File: src/rtl/mbx_pkg.sv
`timescale 1ns / 1ps
// ----------------------------------------------------------------------------
// mbx_pkg
// Shared types and constants of the monochrome bitmap pixel expander.
// ----------------------------------------------------------------------------
package mbx_pkg;

  // configuration register indexes
  localparam int CFG_IDX_W = 3;
  localparam logic [CFG_IDX_W-1:0] REG_COLOR_FG      = 3'd0;
  localparam logic [CFG_IDX_W-1:0] REG_COLOR_BG      = 3'd1;
  localparam logic [CFG_IDX_W-1:0] REG_BITMAP_WIDTH  = 3'd2;
  localparam logic [CFG_IDX_W-1:0] REG_BITMAP_HEIGHT = 3'd3;
  localparam logic [CFG_IDX_W-1:0] REG_SCALE_X       = 3'd4;
  localparam logic [CFG_IDX_W-1:0] REG_SCALE_Y       = 3'd5;

  // field widths
  localparam int COLOR_W = 16;
  localparam int DIM_W   = 9;
  localparam int SCALE_W = 4;
  localparam int ROW_W   = 8;
  localparam int PASS_W  = 3;
  localparam int MAX_HEIGHT = 256;

  // depth of the queue between front and back
  localparam int QDEPTH = 2;

  // clamped geometry, as seen by front and back
  typedef struct packed {
    logic [DIM_W-1:0]   width;
    logic [DIM_W-1:0]   height;
    logic [SCALE_W-1:0] sx;
    logic [SCALE_W-1:0] sy;
  } mbx_geom_t;

  // one classified item, ready for expansion
  typedef struct packed {
    logic [7:0] value;
    logic [2:0] nbits_m1;
    logic       last_bmp;
    logic       replay;
    logic       wrong;
  } mbx_desc_t;

endpackage

File: src/rtl/mbx_queue.sv
`timescale 1ns / 1ps
// ----------------------------------------------------------------------------
// mbx_queue
// Short first-in first-out queue of item descriptors between front and back.
// ----------------------------------------------------------------------------
module mbx_queue import mbx_pkg::*; (
  input  logic      clk,
  input  logic      rst,
  input  logic      push_valid,
  output logic      push_ready,
  input  mbx_desc_t push_desc,
  output logic      pop_valid,
  input  logic      pop_ready,
  output mbx_desc_t pop_desc
);

  localparam int PTR_W = (QDEPTH > 1) ? $clog2(QDEPTH) : 1;
  localparam int CNT_W = $clog2(QDEPTH + 1);

  mbx_desc_t          slots [QDEPTH];
  logic [PTR_W-1:0]   wr_ptr;
  logic [PTR_W-1:0]   rd_ptr;
  logic [CNT_W-1:0]   count;
  logic               do_push;
  logic               do_pop;

  assign push_ready = (count != CNT_W'(QDEPTH));
  assign pop_valid  = (count != '0);
  assign pop_desc   = slots[rd_ptr];
  assign do_push    = push_valid && push_ready;
  assign do_pop     = pop_valid && pop_ready;

  // storage
  always_ff @(posedge clk) begin
    if (do_push) begin
      slots[wr_ptr] <= push_desc;
    end
  end

  // pointers and fill count
  always_ff @(posedge clk) begin
    if (rst) begin
      wr_ptr <= '0;
      rd_ptr <= '0;
      count  <= '0;
    end else begin
      if (do_push) begin
        wr_ptr <= (wr_ptr == PTR_W'(QDEPTH - 1)) ? '0 : wr_ptr + 1'b1;
      end
      if (do_pop) begin
        rd_ptr <= (rd_ptr == PTR_W'(QDEPTH - 1)) ? '0 : rd_ptr + 1'b1;
      end
      if (do_push && !do_pop) begin
        count <= count + 1'b1;
      end else if (do_pop && !do_push) begin
        count <= count - 1'b1;
      end
    end
  end

endmodule

File: src/rtl/mbx_front.sv
`timescale 1ns / 1ps
// ----------------------------------------------------------------------------
// mbx_front
// Accepts requests, checks their kind, tracks row/pass position, keeps the
// row buffer and hands one descriptor per request to the queue.
// ----------------------------------------------------------------------------
module mbx_front import mbx_pkg::*; #(
  parameter int MAX_WIDTH = 256
) (
  input  logic      clk,
  input  logic      rst,
  input  mbx_geom_t geom,
  input  logic      restart,
  input  logic      in_valid,
  output logic      in_ready,
  input  logic      req_type,
  input  logic [7:0] source_byte,
  output logic      q_valid,
  input  logic      q_ready,
  output mbx_desc_t q_desc
);

  localparam int ROW_BYTES = (MAX_WIDTH + 7) / 8;
  localparam int BP_W      = (ROW_BYTES > 1) ? $clog2(ROW_BYTES) : 1;
  localparam int SUM_W     = DIM_W + 1;

  // row buffer, undefined until written
  logic [7:0]        row_store [ROW_BYTES];
  logic [7:0]        rd_data;

  // position state
  logic [BP_W-1:0]   byte_position;
  logic [ROW_W-1:0]  row_position;
  logic [PASS_W-1:0] pass_position;
  logic              replaying;

  // request held while the row buffer read completes
  logic              pend_valid;
  logic              pend_kind;
  logic [7:0]        pend_src;
  logic [2:0]        pend_nbits_m1;
  logic              pend_last_bmp;
  logic              pend_replay;
  logic              pend_wrong;

  logic              accept;
  logic              wrong;
  logic [SUM_W-1:0]  bytes;
  logic              last_byte;
  logic              last_pass;
  logic              last_row;
  logic [PASS_W-1:0] pass_next;
  logic [2:0]        nbits_m1;

  assign replaying = (pass_position != '0);
  assign accept    = in_valid && in_ready;
  assign in_ready  = !pend_valid || q_ready;
  assign wrong     = (req_type != replaying);

  // row geometry for the current byte
  always_comb begin
    bytes     = (SUM_W'(geom.width) + SUM_W'(7)) >> 3;
    last_byte = (SUM_W'(byte_position) + SUM_W'(1)) == bytes;
    last_pass = (SCALE_W'(pass_position) + SCALE_W'(1)) >= geom.sy;
    last_row  = (DIM_W'(row_position) + DIM_W'(1)) >= geom.height;
    pass_next = last_pass ? '0 : pass_position + 1'b1;
    if (last_byte && (geom.width[2:0] != 3'd0)) begin
      nbits_m1 = geom.width[2:0] - 3'd1;
    end else begin
      nbits_m1 = 3'd7;
    end
  end

  // row buffer write on loads, registered read for replays
  always_ff @(posedge clk) begin
    if (accept && !wrong && !req_type) begin
      row_store[byte_position] <= source_byte;
    end
    if (accept) begin
      rd_data <= row_store[byte_position];
    end
  end

  // position tracking
  always_ff @(posedge clk) begin
    if (rst || restart) begin
      byte_position <= '0;
      row_position  <= '0;
      pass_position <= '0;
    end else if (accept && !wrong) begin
      if (last_byte) begin
        byte_position <= '0;
        pass_position <= pass_next;
        if (last_pass) begin
          row_position <= last_row ? '0 : row_position + 1'b1;
        end
      end else begin
        byte_position <= byte_position + 1'b1;
      end
    end
  end

  // pending request control
  always_ff @(posedge clk) begin
    if (rst) begin
      pend_valid <= 1'b0;
    end else if (accept) begin
      pend_valid <= 1'b1;
    end else if (q_ready) begin
      pend_valid <= 1'b0;
    end
  end

  // pending request payload
  always_ff @(posedge clk) begin
    if (accept) begin
      pend_kind     <= req_type;
      pend_src      <= source_byte;
      pend_nbits_m1 <= nbits_m1;
      pend_wrong    <= wrong;
      pend_last_bmp <= last_byte && last_pass && last_row;
      pend_replay   <= wrong ? replaying : (last_byte ? (pass_next != '0) : replaying);
    end
  end

  // descriptor toward the queue
  always_comb begin
    q_valid           = pend_valid;
    q_desc.value      = pend_kind ? rd_data : pend_src;
    q_desc.nbits_m1   = pend_nbits_m1;
    q_desc.last_bmp   = pend_last_bmp;
    q_desc.replay     = pend_replay;
    q_desc.wrong      = pend_wrong;
  end

endmodule

File: src/rtl/mbx_back.sv
`timescale 1ns / 1ps
// ----------------------------------------------------------------------------
// mbx_back
// Expands each descriptor into scaled RGB565 pixels, one per cycle while the
// output is not stalled, through an output register.
// ----------------------------------------------------------------------------
module mbx_back import mbx_pkg::*; (
  input  logic               clk,
  input  logic               rst,
  input  logic [COLOR_W-1:0] color_fg,
  input  logic [COLOR_W-1:0] color_bg,
  input  logic [SCALE_W-1:0] sx,
  input  logic               q_valid,
  output logic               q_ready,
  input  mbx_desc_t          q_desc,
  output logic               out_valid,
  input  logic               out_ready,
  output logic [COLOR_W-1:0] pixel_color,
  output logic               last_of_item,
  output logic               last_of_bitmap,
  output logic               replay_pending,
  output logic               wrong_kind
);

  // descriptor being expanded
  logic       active;
  logic [7:0] shift_bits;
  logic [2:0] bit_idx;
  logic [2:0] rep_idx;
  logic [2:0] nbits_m1;
  logic       last_bmp;
  logic       replay;
  logic       wrong;

  logic [2:0] sx_m1;
  logic       emit;
  logic       px_last;
  logic       load;

  assign sx_m1   = 3'(sx - 4'd1);
  assign emit    = active && (!out_valid || out_ready);
  assign px_last = wrong || ((bit_idx == nbits_m1) && (rep_idx == sx_m1));
  assign load    = q_valid && (!active || (emit && px_last));
  assign q_ready = !active || (emit && px_last);

  // expansion control
  always_ff @(posedge clk) begin
    if (rst) begin
      active <= 1'b0;
    end else if (load) begin
      active <= 1'b1;
    end else if (emit && px_last) begin
      active <= 1'b0;
    end
  end

  // descriptor fields and bit/repeat counters
  always_ff @(posedge clk) begin
    if (load) begin
      shift_bits <= q_desc.value;
      nbits_m1   <= q_desc.nbits_m1;
      last_bmp   <= q_desc.last_bmp;
      replay     <= q_desc.replay;
      wrong      <= q_desc.wrong;
      bit_idx    <= '0;
      rep_idx    <= '0;
    end else if (emit) begin
      if (rep_idx == sx_m1) begin
        rep_idx    <= '0;
        bit_idx    <= bit_idx + 1'b1;
        shift_bits <= {shift_bits[6:0], 1'b0};
      end else begin
        rep_idx <= rep_idx + 1'b1;
      end
    end
  end

  // output register valid
  always_ff @(posedge clk) begin
    if (rst) begin
      out_valid <= 1'b0;
    end else if (emit) begin
      out_valid <= 1'b1;
    end else if (out_ready) begin
      out_valid <= 1'b0;
    end
  end

  // output register payload
  always_ff @(posedge clk) begin
    if (emit) begin
      pixel_color    <= wrong ? '0 : (shift_bits[7] ? color_fg : color_bg);
      last_of_item   <= !wrong && px_last;
      last_of_bitmap <= !wrong && px_last && last_bmp;
      replay_pending <= replay;
      wrong_kind     <= wrong;
    end
  end

endmodule

File: src/rtl/mono_bitmap_scaled_pixel_expander_unit.sv
`timescale 1ns / 1ps
// ----------------------------------------------------------------------------
// mono_bitmap_scaled_pixel_expander_unit
// Expands a 1 bit per pixel bitmap into scaled RGB565 pixels.
// ----------------------------------------------------------------------------
// A load request brings one packed source byte (leftmost pixel in bit 7) and
// gives nbits*scale_x pixels, where nbits is 8 except on the last byte of a
// row; replay requests re-emit the stored row for passes 2..scale_y. A
// request of the wrong kind gives a single result flagged wrong_kind. The
// pixel expander emits one pixel per cycle while the output is not stalled,
// and the front takes a new request each cycle while its two-entry
// descriptor queue has room; a request passes through the front's pending
// register, the queue and the expander's descriptor registers before its
// first pixel reaches the output register. Writing the width, height or a
// scale register restarts the bitmap; color writes apply at once. The
// configuration port is always ready and must be written only while idle.
// ----------------------------------------------------------------------------
module mono_bitmap_scaled_pixel_expander_unit import mbx_pkg::*; #(
  parameter int MAX_WIDTH = 256,
  parameter int MAX_SCALE = 8
) (
  input  logic                 clk,
  input  logic                 rst,
  input  logic                 cfg_valid,
  output logic                 cfg_ready,
  input  logic [CFG_IDX_W-1:0] cfg_index,
  input  logic [COLOR_W-1:0]   cfg_data,
  input  logic                 in_valid,
  output logic                 in_ready,
  input  logic                 req_type,
  input  logic [7:0]           source_byte,
  output logic                 out_valid,
  input  logic                 out_ready,
  output logic [COLOR_W-1:0]   pixel_color,
  output logic                 last_of_item,
  output logic                 last_of_bitmap,
  output logic                 replay_pending,
  output logic                 wrong_kind
);

  // configuration registers
  logic [COLOR_W-1:0] color_fg;
  logic [COLOR_W-1:0] color_bg;
  logic [DIM_W-1:0]   bitmap_width;
  logic [DIM_W-1:0]   bitmap_height;
  logic [SCALE_W-1:0] scale_x;
  logic [SCALE_W-1:0] scale_y;
  logic               restart;

  mbx_geom_t geom;
  logic      q_valid;
  logic      q_ready;
  mbx_desc_t q_desc;
  logic      b_valid;
  logic      b_ready;
  mbx_desc_t b_desc;

  assign cfg_ready = 1'b1;

  // geometry writes restart the bitmap on the same edge
  assign restart = cfg_valid && cfg_ready &&
                   (cfg_index inside {REG_BITMAP_WIDTH, REG_BITMAP_HEIGHT,
                                      REG_SCALE_X, REG_SCALE_Y});

  // register writes
  always_ff @(posedge clk) begin
    if (rst) begin
      color_fg      <= 16'hFFFF;
      color_bg      <= '0;
      bitmap_width  <= DIM_W'(8);
      bitmap_height <= DIM_W'(8);
      scale_x       <= SCALE_W'(1);
      scale_y       <= SCALE_W'(1);
    end else begin
      if (cfg_valid) begin
        unique case (cfg_index)
          REG_COLOR_FG:      color_fg <= cfg_data;
          REG_COLOR_BG:      color_bg <= cfg_data;
          REG_BITMAP_WIDTH:  bitmap_width <= cfg_data[DIM_W-1:0];
          REG_BITMAP_HEIGHT: bitmap_height <= cfg_data[DIM_W-1:0];
          REG_SCALE_X:       scale_x <= cfg_data[SCALE_W-1:0];
          REG_SCALE_Y:       scale_y <= cfg_data[SCALE_W-1:0];
          default: ;
        endcase
      end
    end
  end

  // geometry clamped to its legal range
  always_comb begin
    if (bitmap_width == '0) begin
      geom.width = DIM_W'(1);
    end else if (32'(bitmap_width) > MAX_WIDTH) begin
      geom.width = DIM_W'(MAX_WIDTH);
    end else begin
      geom.width = bitmap_width;
    end
    if (bitmap_height == '0) begin
      geom.height = DIM_W'(1);
    end else if (32'(bitmap_height) > MAX_HEIGHT) begin
      geom.height = DIM_W'(MAX_HEIGHT);
    end else begin
      geom.height = bitmap_height;
    end
    if (scale_x == '0) begin
      geom.sx = SCALE_W'(1);
    end else if (32'(scale_x) > MAX_SCALE) begin
      geom.sx = SCALE_W'(MAX_SCALE);
    end else begin
      geom.sx = scale_x;
    end
    if (scale_y == '0) begin
      geom.sy = SCALE_W'(1);
    end else if (32'(scale_y) > MAX_SCALE) begin
      geom.sy = SCALE_W'(MAX_SCALE);
    end else begin
      geom.sy = scale_y;
    end
  end

  mbx_front #(
    .MAX_WIDTH (MAX_WIDTH)
  ) u_front (
    .clk         (clk),
    .rst         (rst),
    .geom        (geom),
    .restart     (restart),
    .in_valid    (in_valid),
    .in_ready    (in_ready),
    .req_type    (req_type),
    .source_byte (source_byte),
    .q_valid     (q_valid),
    .q_ready     (q_ready),
    .q_desc      (q_desc)
  );

  mbx_queue u_queue (
    .clk        (clk),
    .rst        (rst),
    .push_valid (q_valid),
    .push_ready (q_ready),
    .push_desc  (q_desc),
    .pop_valid  (b_valid),
    .pop_ready  (b_ready),
    .pop_desc   (b_desc)
  );

  mbx_back u_back (
    .clk            (clk),
    .rst            (rst),
    .color_fg       (color_fg),
    .color_bg       (color_bg),
    .sx             (geom.sx),
    .q_valid        (b_valid),
    .q_ready        (b_ready),
    .q_desc         (b_desc),
    .out_valid      (out_valid),
    .out_ready      (out_ready),
    .pixel_color    (pixel_color),
    .last_of_item   (last_of_item),
    .last_of_bitmap (last_of_bitmap),
    .replay_pending (replay_pending),
    .wrong_kind     (wrong_kind)
  );

endmodule
File: config.mk
export PLATFORM = sky130hd
export DESIGN_NAME = mono_bitmap_scaled_pixel_expander_unit
export DESIGN_NICKNAME = d
export VERILOG_FILES = /design/src/rtl/mbx_pkg.sv /design/src/rtl/mbx_queue.sv /design/src/rtl/mbx_front.sv /design/src/rtl/mbx_back.sv /design/src/rtl/mono_bitmap_scaled_pixel_expander_unit.sv
export SDC_FILE = /design/constraint.sdc
export NUM_CORES = 1
export LEC_CHECK = 0
export ABC_AREA = 1
export BUFFER_PORTS_ARGS = -buffer_cell sky130_fd_sc_hd__buf_2
export CAP_MARGIN = 40
export CORE_MARGIN = 3
export CORE_UTILIZATION = 30
export DETAILED_ROUTE_END_ITERATION = 8
export PLACE_DENSITY = 0.41
export RECOVER_POWER = 25
export REMOVE_ABC_BUFFERS = 1
export SLEW_MARGIN = 10
export SYNTH_ARGS = -nofsm -noshare
export SYNTH_HDL_FRONTEND = slang
export SYNTH_SLANG_ARGS = --single-unit
File: constraint.sdc
create_clock -name clk -period 3.25 [get_ports clk]
set_clock_uncertainty 0.15 [all_clocks]
set_input_delay 0.8125 -clock clk [delete_from_list [all_inputs] [get_ports clk]]
set_output_delay 0.8125 -clock clk [all_outputs]
set_load 0.05 [all_outputs]
==> impl_metrics.tcl <==
set metrics [dict create \
    outcome "complete, but fails checks" \
    violations "max-capacitance violations, max-slew violations" \
    grt_pass1_vias 11731 \
    antenna_found_initial 0 \
    synth_xor_area_frac 0.00894 \
    synth_area_um2 17600 \
    fp.dieArea_um2 61700 \
    fin_nets 1770 \
    track_usage 0.147 \
    wl_per_cell_um 18.3 \
    finalHoldViolCount 0 \
    yosysTopAreaCell "edfxtp_1" \
    drive_gt1_frac 0.132 \
    grt_max_degree 74 \
    cts_tree "built" \
    die_x_um 248 \
    min_path_type "in2reg" \
    power_density_nw_per_um2 692 \
    synth-compound-area-share 0.107 \
    ys.flop_type "edfxtp_1" \
    worstMarginPinSlew_ns 1.93 \
    p_leak_nw 7.71 \
    drtPass1Iterations 5 \
    insertion_delay_ns 0.60 \
    drt.antenna.violating_nets 0 \
    synthSimpleGateAreaFrac 0.141 \
    vias_per_cell 4.73 \
    drv_slew 238 \
    finalPower_w 0.0145 \
    start_util 0.305 \
    preCtsSetupSlack_ns 0.257 \
    worstSetupPathType "reg2reg" \
    seqCellArea_um2 12000 \
    multi_input_area_um2 5030 \
    drcViolationCount 0 \
    arrival_ns 3.24 \
    cts_made_buffers 51 \
    vdd_ir_drop_max_uv 513 \
    dp_hpwl_um 28400 \
    relSlewSlack -0.287 \
    core_area_um2 57900 \
    cp-end-kind "flip-flop" \
    yosysTopAreaCellShare 0.580 \
    cts-root-buf "clkbuf_16" \
    cp_max_fo 12 \
    yosys-top-cells-count "341 x edfxtp_1, 315 x nor2_1, 209 x nand2_1" \
    min_period_ns 2.93 \
    die_h_um 248 \
    n_antenna_cell 0 \
    setup_violations 0 \
    maxCapViolations 7 \
    grt_pass1_wl_um 71400 \
    cts_setup_buffers 0 \
    ys_top_cells_by_area "edfxtp_1 58%, dfxtp_1 10%, nor2_1 6.7%" \
    yosysMostFrequentCell "edfxtp_1" \
    worst-endpoint-required_ns 3.56 \
    ys_types 42 \
    dr_total_vias 11902 \
    period_share 0.903 \
    muxShareOfSynthArea 0.00908 \
    place_congestion 0.768 \
    ys_seq_area_frac 0.680 \
    ys_ff_latch 429 \
    postSynthCellCount 1593 \
    setup_ws_ns 0.316 \
    detail_route.iter0.violations 802 \
    cp-start-kind "flip-flop" \
    ctsResizeCount 0 \
    ys_async_sr_fraction 0 \
    synthAdderAreaFrac 0.0184 \
    avgSynthCellArea_um2 11.1 \
    fmax_mhz 341 \
    synth_edf_count 341 \
    clk_pin_slew_worst_paths_ns 0.06 \
    port_buffers 54 \
    rsz0062_at_grt "no" \
    area_growth_pct 18.4 \
    routed_wl_um 46000 \
    yosys_warnings 0 \
    ctsHoldBuffers 0 \
    rows 88 \
    clock_sinks 429 \
    htree_num_levels 2 \
    synth_top_family_by_area "simple AND/OR/NAND/NOR gates" \
    grt.overflow.total 0 \
    io_pins 56 \
    fillers 5825 \
    clk_path_buf_depth 3 \
]
## flip-flops by register name (all words and copies together), names as in the netlist, 2 cells and up, named ones only
register,cells
u_front.pend_src,8
u_front.row_store,256
u_back.bit_idx,3
scale_x,4
u_front.pass_position,3
u_back.pixel_color,16
u_queue.slots,28
u_back.nbits_m1,3
u_back.rep_idx,3
u_front.rd_data,8
scale_y,4
color_fg,16
u_front.pend_nbits_m1,3
bitmap_width,9
bitmap_height,9
u_back.shift_bits,8
u_queue.count,2
u_front.row_position,8
u_front.byte_position,5
color_bg,16
## routing by layer
layer  vias up  wire length (um)  GRT usage
met3        64              1640     0.0231
met4         0              1060     0.0435
met2       196             21600      0.241
met1      5777             21700      0.203
met5         -                 0          0
li1       5865                 -          -
## per-stage QoR
step / util / hold slack, ns / area, um^2 / TNS [ns] / cells
CTS: 0.361 / 0.253 / 20900 / 0 / 2516
finish: 0.361 / 0.293 / 20900 / 0 / 2518
detailed placement: 0.331 / 0.289 / 19200 / 0 / 2421
global placement: 0.331 / 0.298 / 19200 / 0 / 2421
global route: 0.361 / 0.268 / 20900 / 0 / 2518
floorplan: - / 0.250 / 17400 / -438.16 / 1525
## cell families (layout without fill, tap and decap cells)
group                      count (synthesis)  in the layout
buffers and inverters                    153            313
adders and majority gates                 26             26
muxes                                     15             15
and+or+nand+nor                          615            615
AOI/OAI and AO/OA                        336            336
xor gates and xnor gates                  18             18
DFF                                      429            429
other                                      1              1
## worst max-delay path, stage by stage (launching register included)
cell	delay, ns
dfxtp_1	0.37
inv_2	0.22
nand2_1	0.11
nand2_1	0.11
inv_1	0.07
ha_1	0.22
o21ai_2	0.26
nand2_1	0.11
nand3_1	0.07
nand2_1	0.08
a21oi_4	0.39
nand3_1	0.40
nand2_1	0.15
a21oi_1	0.07
## report_power, final
| group | switching (W) | internal (W) |
|---|---|---|
| registers | 0.000201 | 0.00642 |
| clock network | 0.00228 | 0.00346 |
| logic | 0.00154 | 0.000562 |
| total | 0.00402 | 0.0104 |
## cells in the final DEF, fill, tap and decap left out, types with 4 or more instances in the layout
master     Yosys  routed
edfxtp_1     341     341
nor2_1       315     315
nand2_1      209     209
o21ai_0      201     201
dfxtp_1       88      86
inv_1         79      78
buf_4          3      78
o22ai_1       64      64
clkbuf_16      0      51
nand3_1       46      46
buf_2          5      46
a21oi_1       38      38
ha_1          26      26
clkbuf_1      54      17
a221oi_1      16      16
nor3_1        14      14
nand4_1       13      13
clkinv_2       0      13
xor2_1        12      12
clkinv_1       4      12
a22o_1         8       8
mux2_2         8       8
mux2i_1        7       7
xnor2_1        6       6
bufinv_16      0       6
clkbuf_8       0       4
## final cells by class
class | instances | share of cell area
Clock buffer | 64 | 0.0654
Clock inverter | 31 | 0.0163
Tap cell | 765 | 0.0458
Sequential cell | 429 | 0.575
Timing Repair Buffer | 133 | 0.0415
Multi-Input combinational cell | 1011 | 0.241
Inverter | 85 | 0.0153
## final timing paths
check / start / end / slack (ns) / cells after the start
hold / removal: cfg_data[12] / color_fg[12] / 0.29 / 3
setup reg to reg: bitmap_width[8] / u_front.row_position[1] / 0.32 / 13
setup / recovery: bitmap_width[8] / u_front.row_position[1] / 0.32 / 13
hold reg to reg: u_back.replay / u_back.replay_pending / 0.31 / 0
No activity file was read; power rests on OpenSTA's default activity.
